## config.mk

```make
export PLATFORM = sky130hd
export DESIGN_NAME = erv_cell
export DESIGN_NICKNAME = d
export VERILOG_FILES = /design/src/rtl/erv_pkg.sv /design/src/rtl/erv_cell.sv
export SDC_FILE = /design/constraint.sdc
export NUM_CORES = 2
export LEC_CHECK = 0
export ABC_AREA = 1
export BUFFER_PORTS_ARGS = -buffer_cell sky130_fd_sc_hd__buf_2
export CORE_ASPECT_RATIO = 0.5
export CORE_MARGIN = 3
export CORE_UTILIZATION = 60
export DETAILED_ROUTE_END_ITERATION = 12
export PLACE_DENSITY_LB_ADDON = 0.05
export SYNTH_ARGS = -nofsm -noshare
export SYNTH_HDL_FRONTEND = slang
export SYNTH_SLANG_ARGS = --single-unit
export TNS_END_PERCENT = 5
```

## constraint.sdc

```tcl
create_clock -name i_clk -period 18.7 [get_ports i_clk]
set_input_delay 5.61 -clock i_clk [delete_from_list [all_inputs] [get_ports i_clk]]
set_output_delay 5.61 -clock i_clk [all_outputs]
set_load 0.02 [all_outputs]
```

## src/rtl/erv_pkg.sv

```systemverilog
// ----------------------------------------------------------------------------
// erv_pkg: Euler rebase vector rotator package
// Widths, constants, arctangent table and shared types.
// ----------------------------------------------------------------------------
package erv_pkg;

    localparam int CORDIC_STEPS  = 16;
    localparam int FRACTION_BITS = 16;

    localparam int IO_W    = 18;
    localparam int ANG_W   = 17;
    localparam int VEC_W   = 20;
    localparam int CS_W    = FRACTION_BITS + 2;
    localparam int PROD_W  = VEC_W + CS_W;
    localparam int NUM_ANG = 6;
    localparam int IDX_W   = 3;
    localparam int RED_W   = ANG_W + 1;
    localparam int CQ      = 30;
    localparam int CX_W    = 34;
    localparam int RAD_W   = 48;
    localparam int STEP_W  = (CORDIC_STEPS > 1) ? $clog2(CORDIC_STEPS) : 1;

    localparam int RAD_Q40     = 191900981;
    localparam int CORDIC_GAIN = 652032874;
    localparam int OUT_MAX     = 131071;
    localparam int OUT_MIN     = -131072;
    localparam int FULL_TURN   = 36000;
    localparam int HALF_TURN   = 18000;
    localparam int QUART_TURN  = 9000;

    typedef enum logic [2:0] {
        CS_IDLE,
        CS_REDUCE,
        CS_FOLD,
        CS_RAD,
        CS_ITER,
        CS_DONE
    } t_cs_state;

    typedef struct packed {
        logic                    we;
        logic signed [CS_W-1:0]  cos;
        logic signed [CS_W-1:0]  sin;
    } t_cs_load;

    typedef struct packed {
        logic [NUM_ANG-1:0]      we;
        logic signed [CS_W-1:0]  cos;
        logic signed [CS_W-1:0]  sin;
    } t_cs_wr;

    function automatic logic [31:0] atan_q30(input logic [4:0] i);
        logic [31:0] v;
        unique case (i)
            5'd0:  v = 32'h3243F6A8;
            5'd1:  v = 32'h1DAC6705;
            5'd2:  v = 32'h0FADBAFC;
            5'd3:  v = 32'h07F56EA6;
            5'd4:  v = 32'h03FEAB76;
            5'd5:  v = 32'h01FFD55B;
            5'd6:  v = 32'h00FFFAAA;
            5'd7:  v = 32'h007FFF55;
            5'd8:  v = 32'h003FFFEA;
            5'd9:  v = 32'h001FFFFD;
            5'd10: v = 32'h000FFFFF;
            5'd11: v = 32'h0007FFFF;
            5'd12: v = 32'h0003FFFF;
            5'd13: v = 32'h0001FFFF;
            5'd14: v = 32'h0000FFFF;
            5'd15: v = 32'h00007FFF;
            5'd16: v = 32'h00003FFF;
            5'd17: v = 32'h00001FFF;
            5'd18: v = 32'h00000FFF;
            5'd19: v = 32'h000007FF;
            5'd20: v = 32'h000003FF;
            5'd21: v = 32'h000001FF;
            5'd22: v = 32'h000000FF;
            5'd23: v = 32'h0000007F;
            5'd24: v = 32'h0000003F;
            5'd25: v = 32'h0000001F;
            5'd26: v = 32'h0000000F;
            5'd27: v = 32'h00000008;
            5'd28: v = 32'h00000004;
            5'd29: v = 32'h00000002;
            5'd30: v = 32'h00000001;
            default: v = 32'h00000000;
        endcase
        return v;
    endfunction

endpackage

```

## src/rtl/erv_cell.sv

```systemverilog
// ----------------------------------------------------------------------------
// erv_cell: one plane-rotation cell
// Holds one cosine/sine pair and rotates components a and b of each passing
// vector; the third component rides along. Two register stages.
// ----------------------------------------------------------------------------
module erv_cell (
    input  logic                               i_clk,
    input  logic                               i_rst_n,
    input  logic                               i_en,
    input  erv_pkg::t_cs_load                  i_cs,
    input  logic                               i_vld,
    input  logic signed [erv_pkg::VEC_W-1:0]   i_a,
    input  logic signed [erv_pkg::VEC_W-1:0]   i_b,
    input  logic signed [erv_pkg::VEC_W-1:0]   i_p,
    output logic                               o_vld,
    output logic signed [erv_pkg::VEC_W-1:0]   o_a,
    output logic signed [erv_pkg::VEC_W-1:0]   o_b,
    output logic signed [erv_pkg::VEC_W-1:0]   o_p
);
    localparam int PW = erv_pkg::PROD_W;
    localparam int F  = erv_pkg::FRACTION_BITS;

    logic signed [erv_pkg::CS_W-1:0]  r_cos, r_sin;
    logic signed [PW-1:0]             r_ac, r_bs, r_as, r_bc;
    logic signed [erv_pkg::VEC_W-1:0] r_p1, r_a, r_b, r_p2;
    logic                             r_vld1, r_vld2;
    logic signed [PW+1:0]             sum_a, sum_b, rnd_a, rnd_b;

    assign sum_a = (PW+2)'(r_ac) - (PW+2)'(r_bs);
    assign sum_b = (PW+2)'(r_as) + (PW+2)'(r_bc);
    assign rnd_a = ((sum_a <<< 1) + ((PW+2)'(1) <<< F)) >>> (F + 1);
    assign rnd_b = ((sum_b <<< 1) + ((PW+2)'(1) <<< F)) >>> (F + 1);

    always_ff @(posedge i_clk) begin
        if (!i_rst_n) begin
            r_vld1 <= 1'b0;
            r_vld2 <= 1'b0;
        end else if (i_en) begin
            r_vld1 <= i_vld;
            r_vld2 <= r_vld1;
        end
    end

    always_ff @(posedge i_clk) begin
        if (i_cs.we) begin
            r_cos <= i_cs.cos;
            r_sin <= i_cs.sin;
        end
        if (i_en) begin
            r_ac <= PW'(i_a) * PW'(r_cos);
            r_bs <= PW'(i_b) * PW'(r_sin);
            r_as <= PW'(i_a) * PW'(r_sin);
            r_bc <= PW'(i_b) * PW'(r_cos);
            r_p1 <= i_p;
            r_a  <= erv_pkg::VEC_W'(rnd_a);
            r_b  <= erv_pkg::VEC_W'(rnd_b);
            r_p2 <= r_p1;
        end
    end

    assign o_vld = r_vld2;
    assign o_a   = r_a;
    assign o_b   = r_b;
    assign o_p   = r_p2;

endmodule
```

==> results.txt <==
* Total Nets Final: roughly 10000
- After legalization and detailed placement, the total HPWL measured between 100000 and 150000 um.
* Multiplexer fraction of the synthesized cell area: 0
- Measured against its own limit, the worst slew margin works out to 0.07169.
* Clock tree buffer depth: 3
* Yosys warning count: 0
- In the synthesized netlist, the number of instances is between 8000 and 9000.
* Final number of max-transition violations: 0
* Largest family of logic cells by synthesized area: adder cells
* DR pass1 iterations: 7
- Most frequently used cell type in the post-synthesis netlist: sky130_fd_sc_hd__inv_1
- The setup path with the least slack is of type input port to register.
- Setup violations remaining at the end of the flow were counted as 0.
- DRC violation total after the first TritonRoute iteration: about 4600
- Final weighted congestion in routability-driven placement: approximately 1
- Data required time at the worst endpoint: 18970 ps
* Initial standard-cell utilization of the core: 0.6135
- TritonCTS built the clock tree.
- Worst setup margin: 6165 ps
- Distinct cell type count after synthesis: 40
* Number of cell rows: 85
- Max-cap viol count: 0
- The most used flip-flop cell after synthesis is sky130_fd_sc_hd__edfxtp_1.
- Counting instances in the post-synthesis netlist gives the leading cell types as 2701 x sky130_fd_sc_hd__inv_1, 2178 x sky130_fd_sc_hd__nand2_1, 1388 x sky130_fd_sc_hd__fa_1, 446 x sky130_fd_sc_hd__ha_1, 287 x sky130_fd_sc_hd__clkbuf_1.
* Timing-limited maximum frequency: 0.07978 GHz
* Number of enable-type register cells in the synthesized netlist: 260
- P&R area growth vs syn: 4.738%
- Actual slew at the worst max-slew pin: between 1000 and 1500 ps
- Of the total synthesized cell area, the portion taken by XOR and XNOR cells is 0.02770.
- During placement, the flow inserted port buffers numbering about 160.
- Per-instance average area after synthesis: 8.002 um2
* Hold Buf Count CTS: 0
- The final layout contains routed wiring with a total length of approximately 190000 um.
- Area share of the leading cell type in the synthesized netlist: 0.4150
* I/O pin count: approximately 160
* CP Capture Type: register
* Final hold viol count: 0
- Post-synthesis register bit count: about 260
- Entering global routing, the biggest net connects 84 pins.
- Of all nets on the critical path, the largest fanout is 36.
* Proportion of register bits with asynchronous set or reset after synthesis: 0
* Vias in the first global route: slightly above 50000
- The flow ran to the end, but the final reports show violations.
- The die is roughly 240 um tall.
* Die area: 115900 um2
- Mapped Area: roughly 67000 um2
- Dpl ws: 5843 ps
- The clock net in this run drives a total of 262 sinks.
* Routed vias: ~51000
- Global routing finished with a remaining overflow of 0.
* Most area-hungry cell type in the Yosys netlist: sky130_fd_sc_hd__fa_1
- Yosys attributes the largest share of cell area to sky130_fd_sc_hd__fa_1 42%, sky130_fd_sc_hd__inv_1 15%, sky130_fd_sc_hd__nand2_1 12%, sky130_fd_sc_hd__edfxtp_1 12%, sky130_fd_sc_hd__ha_1 8.3%.
- Gates resized during post-CTS repair numbered 0.
- In this run the clock root is driven by a sky130_fd_sc_hd__clkbuf_16.
- Post-synth net total: between 10000 and 15000
- Minimum clock period: ~13000 ps
* Number of buffers added for setup after CTS: 0
* Proportion of layout cells with a drive suffix above 1: 0.03914
* Global-route wire length before repair: ~300000 um
- Clock skew on the completed layout was measured at 62.70 ps.
- Clk slew on worst S/H paths: around 70 ps
- In the routed design, unresolved DRC markers number 0.
* Number of levels the H-tree was split into: 1
- Core area: 109100 um2
- The initial antenna violation count was 13.
* Setup repair after global routing missed its margin: false
* Final total negative setup slack: 0 ps
- In the global route stage, overall resource usage came out at 0.3315.
* CP Data Arrival Time: 12800 ps
* Failing checks: antenna rules
- Of the total synthesized cell area, the portion taken by AND, OR, NAND and NOR gates is 0.1582.
- Seq/Total Area, Yosys: 0.1172
* Worst-skew pair later-pin latency: around 700 ps
- Number of CTS-inserted buffers: 30
- Dividing the detail-routed via count by the number of cells gives slightly above 5.
* Post-synthesis compound-gate area fraction: 0.02983
- Die outline width: 478.4 um
- Adder-cell share of the synthesized area: 0.4984
- Path category of the worst min-delay check: register to register
- In the final routed layout, each cell accounts on average for roughly 19 um.
* Post-route antenna net violation count: 1
- Worst setup SP type: input port
- Portion of the clock cycle consumed by the worst path in the final layout: 0.6703
through the flow:
step                hold slack [ps]  cells  area [um2]  utilization
finish                        419.1   9846       70120       0.6426
global route                  426.4   9841       70110       0.6425
CTS                           419.7   9834       70090       0.6423
detailed placement            404.5   9781       69080       0.6331
global placement              401.3   9781       69080       0.6331
floorplan                     400.3   8366       66950            -
worst paths after layout:
check             from  endpoint  cells past startpoint  slack [ps]
max             i_b[6]  r_bc[29]                     22        6170
min           r_p1[10]   o_p[10]                      0         420
max reg2reg  r_cos[17]  r_bc[29]                     21       10140
min reg2reg   r_p1[10]   o_p[10]                      0         420
cells by family (layout without fill, tap and decap cells):
| family | Yosys count | after routing |
|---|---|---|
| AO/OA/AOI/OAI | 357 | 357 |
| XOR/XNOR | 210 | 210 |
| adder cells (fa/ha/maj) | 1834 | 1834 |
| buffers and inverters | 3008 | 2997 |
| flip-flops | 262 | 262 |
| other | 0 | 12 |
| AND/OR/NAND/NOR | 2695 | 2695 |
per-layer routing:
metal / global-route usage / wire [um]
met4: 0.04441 / 2822
met1: 0.5388 / 86960
met3: 0.09800 / 24510
met2: 0.4409 / 71390
met5: 0.01552 / 251
registers in the layout (all words and copies together) (netlist names):
register  flops
o_p          20
r_as         36
r_bs         36
o_vld         1
r_p1         20
o_a          20
r_sin        18
o_b          20
r_bc         36
r_vld1        1
r_ac         36
r_cos        18
critical path, cell delays in order:
cell                      delay [ps]
sky130_fd_sc_hd__buf_2           800
sky130_fd_sc_hd__nand2_1         180
sky130_fd_sc_hd__fa_1            550
sky130_fd_sc_hd__inv_1            50
sky130_fd_sc_hd__fa_1            490
sky130_fd_sc_hd__inv_1            50
sky130_fd_sc_hd__fa_1            520
sky130_fd_sc_hd__inv_1            50
sky130_fd_sc_hd__fa_1            380
sky130_fd_sc_hd__fa_1            520
sky130_fd_sc_hd__inv_1            50
sky130_fd_sc_hd__fa_1            480
sky130_fd_sc_hd__inv_1            40
sky130_fd_sc_hd__ha_1            410
sky130_fd_sc_hd__nand4_1         160
sky130_fd_sc_hd__nor3_1          390
sky130_fd_sc_hd__nand3_1         160
sky130_fd_sc_hd__nand3_1         310
sky130_fd_sc_hd__nand3_1         120
sky130_fd_sc_hd__nand2_1         230
sky130_fd_sc_hd__a31oi_1         150
sky130_fd_sc_hd__xnor2_1        1080
placed cells by master (no fill, tap or decap), types with 10 or more instances in the layout:
cell type	synthesis	layout
sky130_fd_sc_hd__inv_1	2701	2701
sky130_fd_sc_hd__nand2_1	2178	2178
sky130_fd_sc_hd__fa_1	1388	1388
sky130_fd_sc_hd__ha_1	446	446
sky130_fd_sc_hd__nor2_1	278	278
sky130_fd_sc_hd__edfxtp_1	260	260
sky130_fd_sc_hd__a21oi_1	184	184
sky130_fd_sc_hd__buf_2	0	160
sky130_fd_sc_hd__nand3_1	116	116
sky130_fd_sc_hd__xor2_1	106	106
sky130_fd_sc_hd__xnor2_1	102	101
sky130_fd_sc_hd__o21ai_0	83	83
sky130_fd_sc_hd__buf_4	0	81
sky130_fd_sc_hd__nand4_1	52	52
sky130_fd_sc_hd__clkbuf_16	0	30
sky130_fd_sc_hd__nor3_1	23	23
sky130_fd_sc_hd__o21bai_1	19	19
sky130_fd_sc_hd__a21boi_0	17	17
sky130_fd_sc_hd__a21o_1	16	16
sky130_fd_sc_hd__diode_2	0	12
sky130_fd_sc_hd__nand2_2	10	10
cell type report:
class	instances	area, um2
inverters	2702	10140
clock inverters	19	242.7
multi-input cells	5096	47820
well taps	1479	1851
fillers	9770	39000
clock buffers	34	765.7
diodes	12	30.03
flip-flops and latches	262	7848
repair buffers	242	1424
Power is not shown: default switching activity piles up to over one toggle a cycle in this logic, so the estimate is an artifact.
