`src/rtl/erv_pkg.sv`:
```
// ----------------------------------------------------------------------------
// erv_pkg: Euler rebase vector rotator package
// Widths, constants, arctangent table and shared types.
// ----------------------------------------------------------------------------
package erv_pkg;

    localparam int CORDIC_STEPS  = 16;
    localparam int FRACTION_BITS = 16;

    localparam int IO_W    = 18;
    localparam int ANG_W   = 17;
    localparam int VEC_W   = 20;
    localparam int CS_W    = FRACTION_BITS + 2;
    localparam int PROD_W  = VEC_W + CS_W;
    localparam int NUM_ANG = 6;
    localparam int IDX_W   = 3;
    localparam int RED_W   = ANG_W + 1;
    localparam int CQ      = 30;
    localparam int CX_W    = 34;
    localparam int RAD_W   = 48;
    localparam int STEP_W  = (CORDIC_STEPS > 1) ? $clog2(CORDIC_STEPS) : 1;

    localparam int RAD_Q40     = 191900981;
    localparam int CORDIC_GAIN = 652032874;
    localparam int OUT_MAX     = 131071;
    localparam int OUT_MIN     = -131072;
    localparam int FULL_TURN   = 36000;
    localparam int HALF_TURN   = 18000;
    localparam int QUART_TURN  = 9000;

    typedef enum logic [2:0] {
        CS_IDLE,
        CS_REDUCE,
        CS_FOLD,
        CS_RAD,
        CS_ITER,
        CS_DONE
    } t_cs_state;

    typedef struct packed {
        logic                    we;
        logic signed [CS_W-1:0]  cos;
        logic signed [CS_W-1:0]  sin;
    } t_cs_load;

    typedef struct packed {
        logic [NUM_ANG-1:0]      we;
        logic signed [CS_W-1:0]  cos;
        logic signed [CS_W-1:0]  sin;
    } t_cs_wr;

    function automatic logic [31:0] atan_q30(input logic [4:0] i);
        logic [31:0] v;
        unique case (i)
            5'd0:  v = 32'h3243F6A8;
            5'd1:  v = 32'h1DAC6705;
            5'd2:  v = 32'h0FADBAFC;
            5'd3:  v = 32'h07F56EA6;
            5'd4:  v = 32'h03FEAB76;
            5'd5:  v = 32'h01FFD55B;
            5'd6:  v = 32'h00FFFAAA;
            5'd7:  v = 32'h007FFF55;
            5'd8:  v = 32'h003FFFEA;
            5'd9:  v = 32'h001FFFFD;
            5'd10: v = 32'h000FFFFF;
            5'd11: v = 32'h0007FFFF;
            5'd12: v = 32'h0003FFFF;
            5'd13: v = 32'h0001FFFF;
            5'd14: v = 32'h0000FFFF;
            5'd15: v = 32'h00007FFF;
            5'd16: v = 32'h00003FFF;
            5'd17: v = 32'h00001FFF;
            5'd18: v = 32'h00000FFF;
            5'd19: v = 32'h000007FF;
            5'd20: v = 32'h000003FF;
            5'd21: v = 32'h000001FF;
            5'd22: v = 32'h000000FF;
            5'd23: v = 32'h0000007F;
            5'd24: v = 32'h0000003F;
            5'd25: v = 32'h0000001F;
            5'd26: v = 32'h0000000F;
            5'd27: v = 32'h00000008;
            5'd28: v = 32'h00000004;
            5'd29: v = 32'h00000002;
            5'd30: v = 32'h00000001;
            default: v = 32'h00000000;
        endcase
        return v;
    endfunction

endpackage

```
`src/rtl/erv_cs_gen.sv`:
```
// ----------------------------------------------------------------------------
// erv_cs_gen: angle registers and cosine/sine generator
// Holds the six angles, and for each changed angle reduces it, converts it to
// radians and runs an iterative CORDIC, then loads the result into its cell.
// ----------------------------------------------------------------------------
module erv_cs_gen (
    input  logic                              i_clk,
    input  logic                              i_rst_n,
    input  logic                              i_cfg_valid,
    output logic                              o_cfg_ready,
    input  logic [erv_pkg::IDX_W-1:0]         i_cfg_index,
    input  logic signed [erv_pkg::ANG_W-1:0]  i_cfg_data,
    output erv_pkg::t_cs_wr                   o_cs_wr,
    output logic                              o_cs_ready
);
    localparam int S = erv_pkg::CQ - erv_pkg::FRACTION_BITS;
    localparam int RW = erv_pkg::CX_W + 2;

    erv_pkg::t_cs_state r_state, n_state;

    logic signed [erv_pkg::ANG_W-1:0]  r_ang [erv_pkg::NUM_ANG];
    logic [erv_pkg::NUM_ANG-1:0]       r_pend, n_pend, clr, set;
    logic [erv_pkg::IDX_W-1:0]         r_job, n_job, pick;
    logic signed [erv_pkg::RED_W-1:0]  r_r, n_r;
    logic signed [erv_pkg::RED_W-1:0]  sel_ang [erv_pkg::NUM_ANG];
    logic                              r_flip, n_flip;
    logic signed [erv_pkg::CX_W-1:0]   r_x, n_x, r_y, n_y, r_z, n_z;
    logic [erv_pkg::STEP_W-1:0]        r_i, n_i;
    logic signed [erv_pkg::RAD_W-1:0]  rad_p;
    logic signed [erv_pkg::CX_W-1:0]   atn;
    logic signed [RW-1:0]              rx, ry;
    logic signed [erv_pkg::CS_W-1:0]   c_q, s_q;
    logic                              cfg_we;
    logic [erv_pkg::NUM_ANG-1:0]       done_we;

    assign o_cfg_ready = 1'b1;
    assign cfg_we = i_cfg_valid && (i_cfg_index < erv_pkg::IDX_W'(erv_pkg::NUM_ANG));

    // cells 0..2 undo z, y, x; cells 3..5 apply x, y, z
    always_comb begin
        sel_ang[0] = -erv_pkg::RED_W'(r_ang[2]);
        sel_ang[1] = -erv_pkg::RED_W'(r_ang[1]);
        sel_ang[2] = -erv_pkg::RED_W'(r_ang[0]);
        sel_ang[3] = erv_pkg::RED_W'(r_ang[3]);
        sel_ang[4] = erv_pkg::RED_W'(r_ang[4]);
        sel_ang[5] = erv_pkg::RED_W'(r_ang[5]);
    end

    always_comb begin
        set = '0;
        if (cfg_we) begin
            if (i_cfg_index < erv_pkg::IDX_W'(3)) begin
                set[erv_pkg::IDX_W'(2) - i_cfg_index] = 1'b1;
            end else begin
                set[i_cfg_index] = 1'b1;
            end
        end
    end

    always_comb begin
        pick = '0;
        for (int k = erv_pkg::NUM_ANG - 1; k >= 0; k--) begin
            if (r_pend[k]) begin
                pick = erv_pkg::IDX_W'(k);
            end
        end
    end

    assign rad_p = erv_pkg::RAD_W'(r_r) * erv_pkg::RAD_W'(erv_pkg::RAD_Q40);
    assign atn   = erv_pkg::CX_W'(erv_pkg::atan_q30(5'(r_i)));
    assign rx    = ((RW'(r_x) <<< 1) + (RW'(1) <<< S)) >>> (S + 1);
    assign ry    = ((RW'(r_y) <<< 1) + (RW'(1) <<< S)) >>> (S + 1);
    assign c_q   = r_flip ? -erv_pkg::CS_W'(rx) : erv_pkg::CS_W'(rx);
    assign s_q   = r_flip ? -erv_pkg::CS_W'(ry) : erv_pkg::CS_W'(ry);
    assign done_we = erv_pkg::NUM_ANG'(1) << r_job;

    always_comb begin
        n_state = r_state;
        n_job   = r_job;
        n_r     = r_r;
        n_flip  = r_flip;
        n_x     = r_x;
        n_y     = r_y;
        n_z     = r_z;
        n_i     = r_i;
        clr     = '0;
        o_cs_wr.we  = '0;
        o_cs_wr.cos = c_q;
        o_cs_wr.sin = s_q;
        unique case (r_state)
            erv_pkg::CS_IDLE: begin
                if (r_pend != '0) begin
                    n_job     = pick;
                    clr[pick] = 1'b1;
                    n_r       = sel_ang[pick];
                    n_flip    = 1'b0;
                    n_state   = erv_pkg::CS_REDUCE;
                end
            end
            erv_pkg::CS_REDUCE: begin
                if (r_r >= erv_pkg::RED_W'(erv_pkg::HALF_TURN)) begin
                    n_r = r_r - erv_pkg::RED_W'(erv_pkg::FULL_TURN);
                end else if (r_r < -erv_pkg::RED_W'(erv_pkg::HALF_TURN)) begin
                    n_r = r_r + erv_pkg::RED_W'(erv_pkg::FULL_TURN);
                end else begin
                    n_state = erv_pkg::CS_FOLD;
                end
            end
            erv_pkg::CS_FOLD: begin
                if (r_r > erv_pkg::RED_W'(erv_pkg::QUART_TURN)) begin
                    n_r    = r_r - erv_pkg::RED_W'(erv_pkg::HALF_TURN);
                    n_flip = 1'b1;
                end else if (r_r < -erv_pkg::RED_W'(erv_pkg::QUART_TURN)) begin
                    n_r    = r_r + erv_pkg::RED_W'(erv_pkg::HALF_TURN);
                    n_flip = 1'b1;
                end
                n_state = erv_pkg::CS_RAD;
            end
            erv_pkg::CS_RAD: begin
                n_z = erv_pkg::CX_W'(((rad_p <<< 1) + erv_pkg::RAD_W'(1024)) >>> 11);
                n_x = erv_pkg::CX_W'(erv_pkg::CORDIC_GAIN);
                n_y = '0;
                n_i = '0;
                n_state = erv_pkg::CS_ITER;
            end
            erv_pkg::CS_ITER: begin
                if (r_z >= 0) begin
                    n_x = r_x - (r_y >>> r_i);
                    n_y = r_y + (r_x >>> r_i);
                    n_z = r_z - atn;
                end else begin
                    n_x = r_x + (r_y >>> r_i);
                    n_y = r_y - (r_x >>> r_i);
                    n_z = r_z + atn;
                end
                n_i = r_i + 1'b1;
                if (r_i == erv_pkg::STEP_W'(erv_pkg::CORDIC_STEPS - 1)) begin
                    n_state = erv_pkg::CS_DONE;
                end
            end
            erv_pkg::CS_DONE: begin
                o_cs_wr.we = done_we;
                n_state    = erv_pkg::CS_IDLE;
            end
            default: n_state = erv_pkg::CS_IDLE;
        endcase
    end

    assign n_pend     = (r_pend & ~clr) | set;
    assign o_cs_ready = (r_state == erv_pkg::CS_IDLE) && (r_pend == '0);

    always_ff @(posedge i_clk) begin
        if (!i_rst_n) begin
            r_state <= erv_pkg::CS_IDLE;
            r_pend  <= '1;
            for (int k = 0; k < erv_pkg::NUM_ANG; k++) begin
                r_ang[k] <= '0;
            end
        end else begin
            r_state <= n_state;
            r_pend  <= n_pend;
            if (cfg_we) begin
                r_ang[i_cfg_index] <= i_cfg_data;
            end
        end
    end

    always_ff @(posedge i_clk) begin
        r_job  <= n_job;
        r_r    <= n_r;
        r_flip <= n_flip;
        r_x    <= n_x;
        r_y    <= n_y;
        r_z    <= n_z;
        r_i    <= n_i;
    end

endmodule

```
`config.mk`:
```
export PLATFORM = sky130hd
export DESIGN_NAME = erv_cs_gen
export DESIGN_NICKNAME = d
export VERILOG_FILES = /design/src/rtl/erv_pkg.sv /design/src/rtl/erv_cs_gen.sv
export SDC_FILE = /design/constraint.sdc
export NUM_CORES = 2
export LEC_CHECK = 0
export BUFFER_PORTS_ARGS = -buffer_cell sky130_fd_sc_hd__buf_4
export CAP_MARGIN = 15
export CORE_MARGIN = 4
export CORE_UTILIZATION = 55
export DETAILED_ROUTE_END_ITERATION = 7
export GPL_TIMING_DRIVEN = 0
export PLACE_DENSITY = 0.69
export SYNTH_ARGS = -nofsm -noshare
export SYNTH_HDL_FRONTEND = slang
export SYNTH_SLANG_ARGS = --single-unit
export TNS_END_PERCENT = 10
```
`constraint.sdc`:
```
create_clock -name i_clk -period 22 [get_ports i_clk]
set_input_delay 1.1 -clock i_clk [delete_from_list [all_inputs] [get_ports i_clk]]
set_output_delay 1.1 -clock i_clk [all_outputs]
set_load 0.1 [all_outputs]
```
==> run_results.csv <==
group,metric,value,unit
job,cap_viol_max_count,0,
sta,max_freq,0.114,GHz
worst_setup_path,worstSetupEndpointType,"flip-flop",
yosys,synth-edff-count,230,
worst_setup_path,cp.arrival,9.04,ns
placed_design,dp_hpwl,74700,um
sta,finalSetupTns,0,ns
sta,finalMaxSlewViolations,0,
yosys,synth_seq_cells,268,
clock_network,clk_path_buf_depth,3,
global_route,antenna_found_initial,0,
sta,final_hold_viol_count,0,
yosys,ys_warn_count,0,
sta,period_share,0.398,
floorplanning,dieArea,64000,sq um
worst_setup_path,crit_path_frequent_cell,"fa_1",
clock_network,cts-root-buf,"clkbuf_16",
clock_network,cts_sinks,268,
clock_network,ctsHoldBuffers,0,
cells_and_area,drive_gt1_frac,0.0706,
routing,antenna_left,0,
worst_setup_path,critPathLaunchType,"flip-flop",
clock_network,numCtsBuffers,34,
yosys,async_flop_share,0,
yosys,syn_avg_cell_area,9.00,sq um
hold_path,worst_hold_path_type,"reg2reg",
global_route,track_usage,0.290,
routing,viasPerCell,6.02,
yosys,syn_area,33000,sq um
yosys,syn-num-nets,4199,
floorplanning,row_count,89,
sta,maxSlewHeadroom,0.331,
routing,firstDrtPassIters,6,
worst_setup_path,crit_fanout,10,
clock_network,cts_resized,0,
worst_setup_path,cp_cell_sequence,"inv_1, ha_1, ha_1, inv_1, fa_1, fa_1, inv_1, fa_1, fa_1, ha_1, clkbuf_1, a21oi_1, o22ai_1, or4_1, a311oi_1, o21ai_1, xnor2_1, nor4b_1, nand4_1, nor4_1, xnor2_1, mux2i_1",
worst_setup_path,critPathKind,"reg2reg",
cells_and_area,final_net_count,4300,
floorplanning,die_w,253,um
global_route,grt_overflow,0,
global_route,grt_max_degree,74,
cells_and_area,insertedDiodeCount,0,
floorplanning,ios,67,
floorplanning,core_area,59200,sq um
yosys,synth.distinct_cells,85,
floorplanning,start_util,0.557,
clock_network,htreeDepth,2,
yosys,ys.flop_type,"edfxtp_1",
sta,min_period,8.76,ns
global_route,grt_pass1_vias,26600,
worst_setup_path,crit_path_max_incr_delay,0.81,ns
routing,wl,93900,um
worst_setup_path,slowest_stage,"edfxtp_1",
yosys,netlist_instances,3668,
clock_network,cts_setup_buffers,0,
placed_design,place_congestion,0.977,
yosys,yosysSeqAreaShare,0.232,
sta,worst_slew_pin_slew,0.978,ns
routing,wire_per_inst,20.6,um
floorplanning,die_h,253,um
sta,rsz0062_at_grt,"no",
run_status,outcome,"finished clean",
cells_and_area,syn_to_final_growth,7.88,%
clock_network,worst_skew_pair.late_latency,0.56,ns
sta,setup_violations,0,
placed_design,io_buffers,63,
global_route,grt_pass1_wl,148000,um
worst_setup_path,required,22.28,ns
clock_network,cts_tree,"done",
sta,fin_skew,0.0339,ns
routing,route.detailed.drc,0,
cells_and_area,fillers,5289,
routing,num_vias,27500,
routing,drtIter0Drc,2253,
clock_network,clk_pin_slew,0.06,ns
-- placed cells by master (no fill, tap or decap), types with 34 or more instances in the layout --
master / n
inv_1: 376
ha_1: 345
nor2_1: 336
nand2_1: 321
edfxtp_1: 230
xnor2_1: 210
a21oi_1: 207
xor2_1: 163
fa_1: 163
o21ai_0: 136
clkbuf_1: 113
nand3_1: 77
mux4_2: 75
mux2i_1: 68
buf_4: 67
a21o_1: 62
nor3_1: 61
o21ai_1: 54
nand2b_1: 45
dfxtp_1: 38
clkbuf_16: 38
o31ai_1: 37
nand4_1: 34
-- layer usage --
metal	global-route usage	wire [um]
met1	0.420	42400
met2	0.455	42000
met3	0.0344	6160
met4	0.0977	3390
met5	0	0
-- cells in the mapped netlist, types with 21 or more instances --
library cell | instances | area share
o21ai_0 | 136 | 0.021
clkbuf_1 | 105 | 0.012
edfxtp_1 | 230 | 0.21
a31oi_1 | 25 | 0.0047
nor2b_1 | 22 | 0.0042
ha_1 | 345 | 0.13
a21o_1 | 62 | 0.014
nand2b_1 | 45 | 0.0085
and3_1 | 33 | 0.0063
xnor2_1 | 210 | 0.056
o22ai_1 | 24 | 0.0045
nand4_1 | 34 | 0.0064
fa_1 | 163 | 0.099
nand2_1 | 321 | 0.037
nor2_1 | 336 | 0.038
a211oi_1 | 28 | 0.0064
dfxtp_1 | 38 | 0.023
a21oi_1 | 207 | 0.031
xor2_1 | 163 | 0.043
inv_1 | 377 | 0.043
or3_1 | 21 | 0.0040
mux2i_1 | 68 | 0.021
nor3_1 | 61 | 0.0092
nand3_1 | 77 | 0.012
mux4_2 | 75 | 0.051
o21a_1 | 33 | 0.0075
nor4_1 | 26 | 0.0049
o31ai_1 | 37 | 0.0084
o21ai_1 | 54 | 0.0082
-- per-stage QoR --
step	util	setup slack, ns	hold WS [ns]	cells	area (sq um)
6_report	0.601	13.24	0.530	4568	35600
5_1_grt	0.601	12.82	0.556	4568	35600
4_1_cts	0.601	13.31	0.527	4568	35600
3_5_place_dp	0.582	13.32	0.520	4506	34500
3_3_place_gp	0.581	13.38	0.512	4504	34400
2_1_floorplan	-	14.93	0.493	3668	33000
-- critical path: cells and delay by family, from the launching register on --
family                     cells  cell delay, ns
buffers and inverters          4            0.73
DFF                            1            0.81
muxes                          1            0.11
xor gates and xnor gates       2            0.44
adders and majority gates      7            3.18
and+or+nand+nor                4            1.68
AOI/OAI and AO/OA              4            1.56
-- flip-flops by register name, summed over array words and instances, names as in the netlist --
register and flops:
r_ang 102, r_x 34, r_y 34, r_z 34
atn 29, r_r 18, r_pend 6, r_i 4
r_job 3, r_state 3, r_flip 1
-- final timing paths --
kind                            slack (ns)         to  cells past startpoint      start
worst max-delay path                 13.24    r_z[33]                     22     r_r[4]
worst min-delay path                  0.53  r_pend[0]                      2  r_pend[0]
worst max register to register       13.24    r_z[33]                     22     r_r[4]
worst min register to register        0.53  r_pend[0]                      2  r_pend[0]
-- final cells by class --
class	instances	area (sq um)	share of cell area
tap	773	967	0.0272
timing repair buffer	65	512	0.0144
clock buffer	48	1010	0.0283
inverter	380	1430	0.0401
multi-input combinational	2881	23400	0.656
sequential	268	7670	0.215
clock inverter	14	103	0.00288
buffer	139	566	0.0159
-- kinds of logic (layout without fill, tap and decap cells) --
logic type / count (synthesis) / count (layout) / share of synthesized area
xor gates and xnor gates: 373 / 373 / 0.0990
other: 1 / 1 / 0.000114
adders and majority gates: 508 / 508 / 0.230
and+or+nand+nor: 1080 / 1080 / 0.155
muxes: 175 / 175 / 0.0827
buffers and inverters: 519 / 646 / 0.0604
AOI/OAI and AO/OA: 744 / 744 / 0.141
DFF: 268 / 268 / 0.232
Power is not shown: default switching activity piles up to over one toggle a cycle in this logic, so the estimate is an artifact.
